`src/rtl/gmh_pkg.sv`:
```
// Shared types and constants for the GF(2) matrix hash block.
// No dependencies; used by gmh_cell and gf2_matrix_hash_128.
package gmh_pkg;

  localparam int HASH_BYTES = 16;
  localparam int LANES      = 8;
  localparam int IDX_W      = 4;

  localparam logic OP_KEY  = 1'b0;
  localparam logic OP_DATA = 1'b1;

  typedef struct packed {
    logic       wr_en;
    logic [2:0] wr_lane;
    logic [7:0] wr_data;
    logic       rd_en;
    logic       upd;
    logic [7:0] data;
    logic       shift;
  } cell_ctrl_t;

endpackage

```
`src/rtl/gmh_ram.sv`:
```
// Generic single-write, single-read RAM with registered read data.
// No dependencies.
module gmh_ram #(
  parameter int WIDTH = 8,
  parameter int DEPTH = 64,
  localparam int AW = (DEPTH > 1) ? $clog2(DEPTH) : 1
) (
  input  logic             clk,
  input  logic             wr_en,
  input  logic [AW-1:0]    wr_addr,
  input  logic [WIDTH-1:0] wr_data,
  input  logic             rd_en,
  input  logic [AW-1:0]    rd_addr,
  output logic [WIDTH-1:0] rd_data
);

  logic [WIDTH-1:0] mem [DEPTH];
  logic [WIDTH-1:0] rd_data_r;

  always_ff @(posedge clk) begin
    if (wr_en) begin
      mem[wr_addr] <= wr_data;
    end
    if (rd_en) begin
      rd_data_r <= mem[rd_addr];
    end
  end

  assign rd_data = rd_data_r;

endmodule

```
`src/rtl/gmh_cell.sv`:
```
// One hash byte: eight key rows in RAM, their parity accumulator, and a
// shift link to the neighbor cell. Depends on gmh_pkg and gmh_ram.
module gmh_cell #(
  parameter int DEPTH = 64,
  localparam int AW = (DEPTH > 1) ? $clog2(DEPTH) : 1
) (
  input  logic                clk,
  input  logic                rst_n,
  input  gmh_pkg::cell_ctrl_t ctrl,
  input  logic [AW-1:0]       wr_addr,
  input  logic [AW-1:0]       rd_addr,
  input  logic [7:0]          shift_in,
  output logic [7:0]          acc
);

  logic [7:0] rd_data [gmh_pkg::LANES];
  logic [7:0] par;
  logic [7:0] acc_r;
  logic [7:0] acc_nxt;

  for (genvar j = 0; j < gmh_pkg::LANES; j++) begin : g_lane
    gmh_ram #(.WIDTH(8), .DEPTH(DEPTH)) u_ram (
      .clk     (clk),
      .wr_en   (ctrl.wr_en && (ctrl.wr_lane == 3'(j))),
      .wr_addr (wr_addr),
      .wr_data (ctrl.wr_data),
      .rd_en   (ctrl.rd_en),
      .rd_addr (rd_addr),
      .rd_data (rd_data[j])
    );
    // hash bit 8k+j sits at bit 7-j of the output byte
    assign par[7-j] = ^(ctrl.data & rd_data[j]);
  end

  always_comb begin
    acc_nxt = acc_r;
    if (ctrl.shift) begin
      acc_nxt = shift_in;
    end else if (ctrl.upd) begin
      acc_nxt = acc_r ^ par;
    end
  end

  always_ff @(posedge clk) begin
    if (!rst_n) begin
      acc_r <= 8'd0;
    end else begin
      acc_r <= acc_nxt;
    end
  end

  assign acc = acc_r;

endmodule

```
`config.mk`:
```
export PLATFORM = sky130hd
export DESIGN_NAME = gmh_cell
export DESIGN_NICKNAME = d
export VERILOG_FILES = /design/src/rtl/gmh_pkg.sv /design/src/rtl/gmh_ram.sv /design/src/rtl/gmh_cell.sv
export SDC_FILE = /design/constraint.sdc
export NUM_CORES = 2
export LEC_CHECK = 0
export BUFFER_PORTS_ARGS = -buffer_cell sky130_fd_sc_hd__buf_4
export CAP_MARGIN = 10
export CORE_MARGIN = 5
export CORE_UTILIZATION = 50
export CTS_BUF_LIST = sky130_fd_sc_hd__clkbuf_8
export CTS_CLUSTER_SIZE = 40
export DETAILED_ROUTE_END_ITERATION = 8
export PLACE_DENSITY = 0.66
export SLEW_MARGIN = 30
export SYNTH_ARGS = -nofsm -noshare
export SYNTH_HDL_FRONTEND = slang
export SYNTH_SLANG_ARGS = --single-unit
```
`constraint.sdc`:
```
create_clock -name clk -period 4.9 [get_ports clk]
set_input_delay 0.49 -clock clk [delete_from_list [all_inputs] [get_ports clk]]
set_output_delay 0.49 -clock clk [all_outputs]
set_load 0.02 [all_outputs]
```
-- After elaboration in Yosys (flattened, before gate mapping)
Memory sizes are Yosys's and may differ from the RTL's. A register that Yosys moved wholly into a read port is not among the register bits.
Cells that the tools add are included.
Widths: inputs -> output; s select.
- RAM bits: 4096
- bits in registers: 8
- memories: 8
- input bits: 45
- bitwise operators: 9
- reductions and logical operators: 18
- equal/unequal tests: 7
- muxes and demuxes: 18
- memory list (name ; depth ; bits a word ; rd ports ; clocked after memory_dff ; wr ports ; line ; source):
    g_lane[0].u_ram.mem ; 64 ; 8 ; 1 ; 1 ; 1 ; gmh_ram.sv:17 ; logic [WIDTH-1:0] mem [DEPTH];
    g_lane[1].u_ram.mem ; 64 ; 8 ; 1 ; 1 ; 1 ; gmh_ram.sv:17 ;
    g_lane[2].u_ram.mem ; 64 ; 8 ; 1 ; 1 ; 1 ; gmh_ram.sv:17 ;
    g_lane[3].u_ram.mem ; 64 ; 8 ; 1 ; 1 ; 1 ; gmh_ram.sv:17 ;
    g_lane[4].u_ram.mem ; 64 ; 8 ; 1 ; 1 ; 1 ; gmh_ram.sv:17 ;
    g_lane[5].u_ram.mem ; 64 ; 8 ; 1 ; 1 ; 1 ; gmh_ram.sv:17 ;
    2 more memories ; n/a ; n/a ; n/a ; n/a ; n/a ; n/a ;
- operators by type and width (operator ; count):
    $and 8x8->8 ; 8
    $reduce_xor 8->1 ; 8
    $mux 1 ; 16
    $mux 8 ; 2
    $eq 3x3->1 const B ; 4
    $logic_and 1x1->1 ; 8
    $xor 8x8->8 ; 1
    $eq 3x2->1 const B ; 2
    $eq 3x1->1 const B ; 1
    $logic_not 3->1 ; 1
    $reduce_bool 2->1 ; 1

-- Longest topological paths before layout
- word-level depth: 5
- depth in mapped cells: 11

-- Modules after synthesis
A second synthesis with hierarchy kept.
- cell total of the unflattened synthesis: 7698
- area, all modules: 163350.4 µm²
- modules (own cells, without submodules) (module ; cells each ; area each (µm²) ; sequential area each (µm²) ; instances):
    gmh_ram ; 940 ; 20246.9 ; 15615.0 ; 8
    gmh_cell ; 178 ; 1375.1 ; 160.2 ; 1

-- Least setup slack after synthesis
Ideal clock, no wire load.
- path type: input to register
- start point: input port rd_addr[0]
- end point: register g_lane[2].u_ram.rd_data_r[4] (read register of g_lane[2].u_ram.mem), data pin
- required time: 4.625 ns
- arrival: 2.132 ns
- path buffers: 4
- path slack: 2.493 ns
- stages: 9
- path through: buf_4 -> buf_6 -> buf_6 -> buf_2 -> mux4_2 -> a22oi_1 -> nand2_1 -> a21oi_1 -> a211oi_1
- RTL lines (item ; line ; source):
    from (decl) ; gmh_cell.sv:11 ; input logic [AW-1:0] rd_addr,
    to (decl) ; gmh_ram.sv:18 ; logic [WIDTH-1:0] rd_data_r;

-- Worst setup path after layout
- start point: register g_lane[2].u_ram.rd_data_r[6] (read register of g_lane[2].u_ram.mem)
- end point: register acc_r[5], in the netlist acc[5]
- cells in the longest elaborated chain, start to end: 5
- ends and longest elaborated chain (item ; line ; source):
    $and 8x8->8 ; gmh_cell.sv:32 ; assign par[7-j] = ^(ctrl.data & rd_data[j]);
    $reduce_xor 8->1 ; gmh_cell.sv:32 ;
    $xor 8x8->8 ; gmh_cell.sv:40 ; acc_nxt = acc_r ^ par;
    $mux 8 ; gmh_cell.sv:39 ; end else if (ctrl.upd) begin
    $mux 8 ; gmh_cell.sv:37 ; if (ctrl.shift) begin
    to (signal assigned) ; gmh_cell.sv:48 ; acc_r <= acc_nxt;
    to (decl) ; gmh_cell.sv:18 ; logic [7:0] acc_r;
No other way between the ends. The select of a mux whose other input is x is not followed.
A chain may end at the register's enable or synchronous reset.

==> metrics.yaml <==
crit_required_ns: 5.95
syn_inst: 7390
setup_tns_ns: 0
grt-ovfl-total: 0
critical-path-slowest-cell: "xnor2_2"
layout-area-overhead-vs-synth_pct: 12.3
r2r_slack_ns: 1.80
hold_viol: 0
ios: 53
fp.dieW_um: 576
vias_per_cell: 6.41
rsz0062_at_grt: "false"
cts-buffers-inserted: 656
drv_slew: 0
dpl.hpwl_um: 273000
max_freq_ghz: 0.323
wl_per_cell_um: 34.6
p_comb_share_pct: 5.9
hp-start: "ctrl[19]"
r2r-end: "acc[5]$_SDFFE_PN0P_"
clkTransAtPathRegs_ns: 0.06
cts_tree: "built"
drc_errors: 0
place.gp.congestion: 0.857
p_sw_share_pct: 23.6
grt_max_degree: 181
nets: 8127
clk_latency_ns: 1.22
ff2ff_path_depth: 7
cpMostUsedCell: "xnor2_1"
grt_pass1_wl_um: 624000
synth_cell_types: 44
intPower_mw: 53.8
hp-class: "in2reg"
min_to: "g_lane[3].u_ram.mem[43][4]$_DFFE_PP_"
period_minus_slack_ns: 3.10
ctsResizeCount: 0
max-slew-margin-rel_pct: 15.1
antenna_found_initial: 41
die_height_um: 576
cts-root-buf: "clkbuf_8"
whs_ns: 0.169
crit_fanout: 2
vias: 81861
die-area_um2: 331000
h-tree-depth: 6
worst-path-buf-inv: 1
setup_violations: 0
drive_above_1_share_pct: 26.4
avgSynthCellArea_um2: 21.6
p_seq_share_pct: 55.9
first_global_vias: 82374
peakVddDrop_v: 0.000280
p_per_area_nw_per_um2: 392
core_area_um2: 318000
cp-end-kind: "flip-flop"
r2r_start: "g_lane[2].u_ram.rd_data[6]$_DFFE_PP_"
drt_iter0_drc: 11349
ys_warn_count: 0
dp_slack_ns: 0.626
tightest_slew_ns: 1.27
setup_slack_ns: 1.80
ys_seq_elements: 4168
p_leak_nw: 56.7
critPathTopFamily: "XOR/XNOR gates"
cts_sinks: 4168
drt-total-wl_um: 441000
gr-usage-all-layers_pct: 26.4
critPathArrivalTime_ns: 4.14
hold_depth: 3
outcome: "complete, no violations"
clock_power_share_pct: 38.2
power_switching_mw: 16.7
start_util_pct: 50.3
worstSetupPathType: "reg2reg"
max_stage_delay_ns: 0.69
path_cells: "nand2_1 > xnor2_2 > xnor2_1 > xnor2_1 > or4_1 > nand3_1 > dlygate4sd3_1"
cp-start-kind: "flip-flop"
yosysSeqAreaShare_pct: 78.2
drtPass1Iterations: 5
clock_path_buffers: 4
syn_area_um2: 160000
timing.final.crit_share_pct: 63.2
port_buffers: 52
drtAntennaViolNets: 0
drv_cap: 0
synth_nets: 7435
rows: 207
finalClockSkew_ns: 0.0789
==> stage by stage <==
step	power [mW]	utilization [%]	area (µm²)	cells
2_1_floorplan	42.0	-	160000	7390
4_1_cts	70.7	56.4	179000	12737
3_3_place_gp	44.1	52.6	167000	11563
3_5_place_dp	44.2	52.6	167000	11566
5_1_grt	72.6	56.4	180000	12761
6_report	70.4	56.4	180000	12774
==> Yosys cell counts <==
cell / instances / area share [%]
edfxtp_1: 4160 / 78
mux4_2: 979 / 14
nor2_1: 579 / 1.4
a22oi_1: 245 / 1.1
clkbuf_1: 238 / 0.56
nand2_1: 189 / 0.44
mux2i_1: 138 / 0.86
buf_2: 113 / 0.35
a22o_1: 105 / 0.57
o22ai_1: 61 / 0.24
a21oi_1: 60 / 0.19
nand3_1: 56 / 0.18
and3_1: 55 / 0.22
buf_4: 54 / 0.25
a221oi_1: 45 / 0.25
a211oi_1: 43 / 0.20
xnor2_1: 40 / 0.22
nor4_1: 36 / 0.14
o21ai_0: 23 / 0.072
buf_6: 18 / 0.13
nor2b_1: 18 / 0.070
buf_1: 16 / 0.038
xor2_1: 16 / 0.088
a32oi_1: 15 / 0.082
o211ai_1: 13 / 0.061
or4_1: 9 / 0.042
dfxtp_1: 8 / 0.10
mux2_2: 8 / 0.056
nor3_1: 8 / 0.025
o221ai_1: 8 / 0.044
nor3b_1: 7 / 0.033
nand2b_1: 5 / 0.020
o21ai_1: 4 / 0.013
and3b_1: 3 / 0.016
and2_1: 2 / 0.0078
nand3b_1: 2 / 0.0094
or2_2: 2 / 0.0078
or3_1: 2 / 0.0078
or3b_1: 2 / 0.011
and2_0: 1 / 0.0039
clkbuf_2: 1 / 0.0031
inv_1: 1 / 0.0023
nand2_2: 1 / 0.0039
nand4_1: 1 / 0.0039
==> layout make-up <==
class                           count  area [µm²]
Timing Repair Buffer              474        4570
Clock inverter                    476        2580
Inverter                            1        3.75
Antenna cell                       33        82.6
Clock buffer                      661        9100
Tap cell                         4180        5230
Sequential cell                  4168      125000
Multi-Input combinational cell   2781       33000
Fill cell                       23261      139000
==> logic make-up after synthesis <==
group | synth area share, %
AO/OA/AOI/OAI | 2.87
XOR/XNOR | 0.307
buffers and inverters | 1.34
flip-flops | 78.2
multiplexers | 14.7
AND/OR/NAND/NOR | 2.60
==> power by group through the flow <==
stage	combinational, mW	clock (mW)	sequential (mW)
finish	4.16	26.9	39.4
detailed placement	4.09	0	40.1
global route	4.29	28.9	39.4
global placement	4.01	0	40.1
CTS	4.13	27.2	39.4
floorplan	1.90	0	40.1
==> worst register-to-register path, cell delays in order, from the launching register on <==
cell and delay, ns:
edfxtp_1 0.33, nand2_1 0.12, xnor2_2 0.69, xnor2_1 0.24, xnor2_1 0.67, or4_1 0.25, nand3_1 0.09, dlygate4sd3_1 0.57
==> flip-flops by register name, indices dropped and copies added, names as in the netlist <==
signal	count
acc	8
g_lane.u_ram.mem	4096
g_lane.u_ram.rd_data	64
==> layout by cell type (no fill, tap or decap), types with 15 or more instances in the layout <==
cell / instances
o21ai_0: 22
dlygate4sd3_1: 34
xor2_1: 16
a221oi_1: 42
a32oi_1: 15
o22ai_1: 61
mux2i_1: 138
and3_1: 55
xnor2_1: 37
clkbuf_8: 661
nand3_1: 52
mux4_2: 979
inv_12: 22
diode_2: 33
clkinv_2: 43
buf_4: 364
nor4_1: 35
buf_12: 62
nand2_1: 174
a22oi_1: 245
a22o_1: 105
clkinv_1: 152
a21oi_1: 59
edfxtp_1: 4160
a211oi_1: 43
inv_1: 214
nor2_1: 564
==> how the worst max path moves through the flow <==
| stage | start | endpoint | slack, ns | cells after the start |
|---|---|---|---|---|
| final | g_lane[2].u_ram.rd_data[6]$_DFFE_PP_ | acc[5]$_SDFFE_PN0P_ | 1.80 | 7 |
| after detailed placement | rd_addr[0] | g_lane[0].u_ram.rd_data[7]$_DFFE_PP_ | 0.63 | 7 |
| after CTS | rd_addr[0] | g_lane[0].u_ram.rd_data[7]$_DFFE_PP_ | 1.93 | 7 |
| after global placement | rd_addr[0] | g_lane[0].u_ram.rd_data[7]$_DFFE_PP_ | 0.72 | 7 |
| after global routing | g_lane[2].u_ram.rd_data[6]$_DFFE_PP_ | acc[5]$_SDFFE_PN0P_ | 1.82 | 7 |
| after floorplan | rd_addr[0] | g_lane[2].u_ram.rd_data[4]$_DFFE_PP_ | 2.49 | 9 |
==> what timing repair did <==
item / 4_1_cts / 5_1_grt
buffers inserted: 0 / 0
hold endpoints to repair: 806 / 0
hold buffers: 34 / 0
setup endpoints to repair: 0 / 0
==> metal layers <==
metal | wire length [µm] | global-route usage, % | vias to the layer above | share of wire [%]
met2 | 206000 | 40.2 | 4987 | 47
li1 | - | - | 32534 | -
met4 | 19000 | 10.8 | 24 | 4.3
met3 | 52800 | 7.42 | 848 | 12
met5 | 300 | 0.330 | - | 0.068
met1 | 163000 | 36.5 | 43468 | 37
Note: power is estimated with default switching activity, not from simulation.
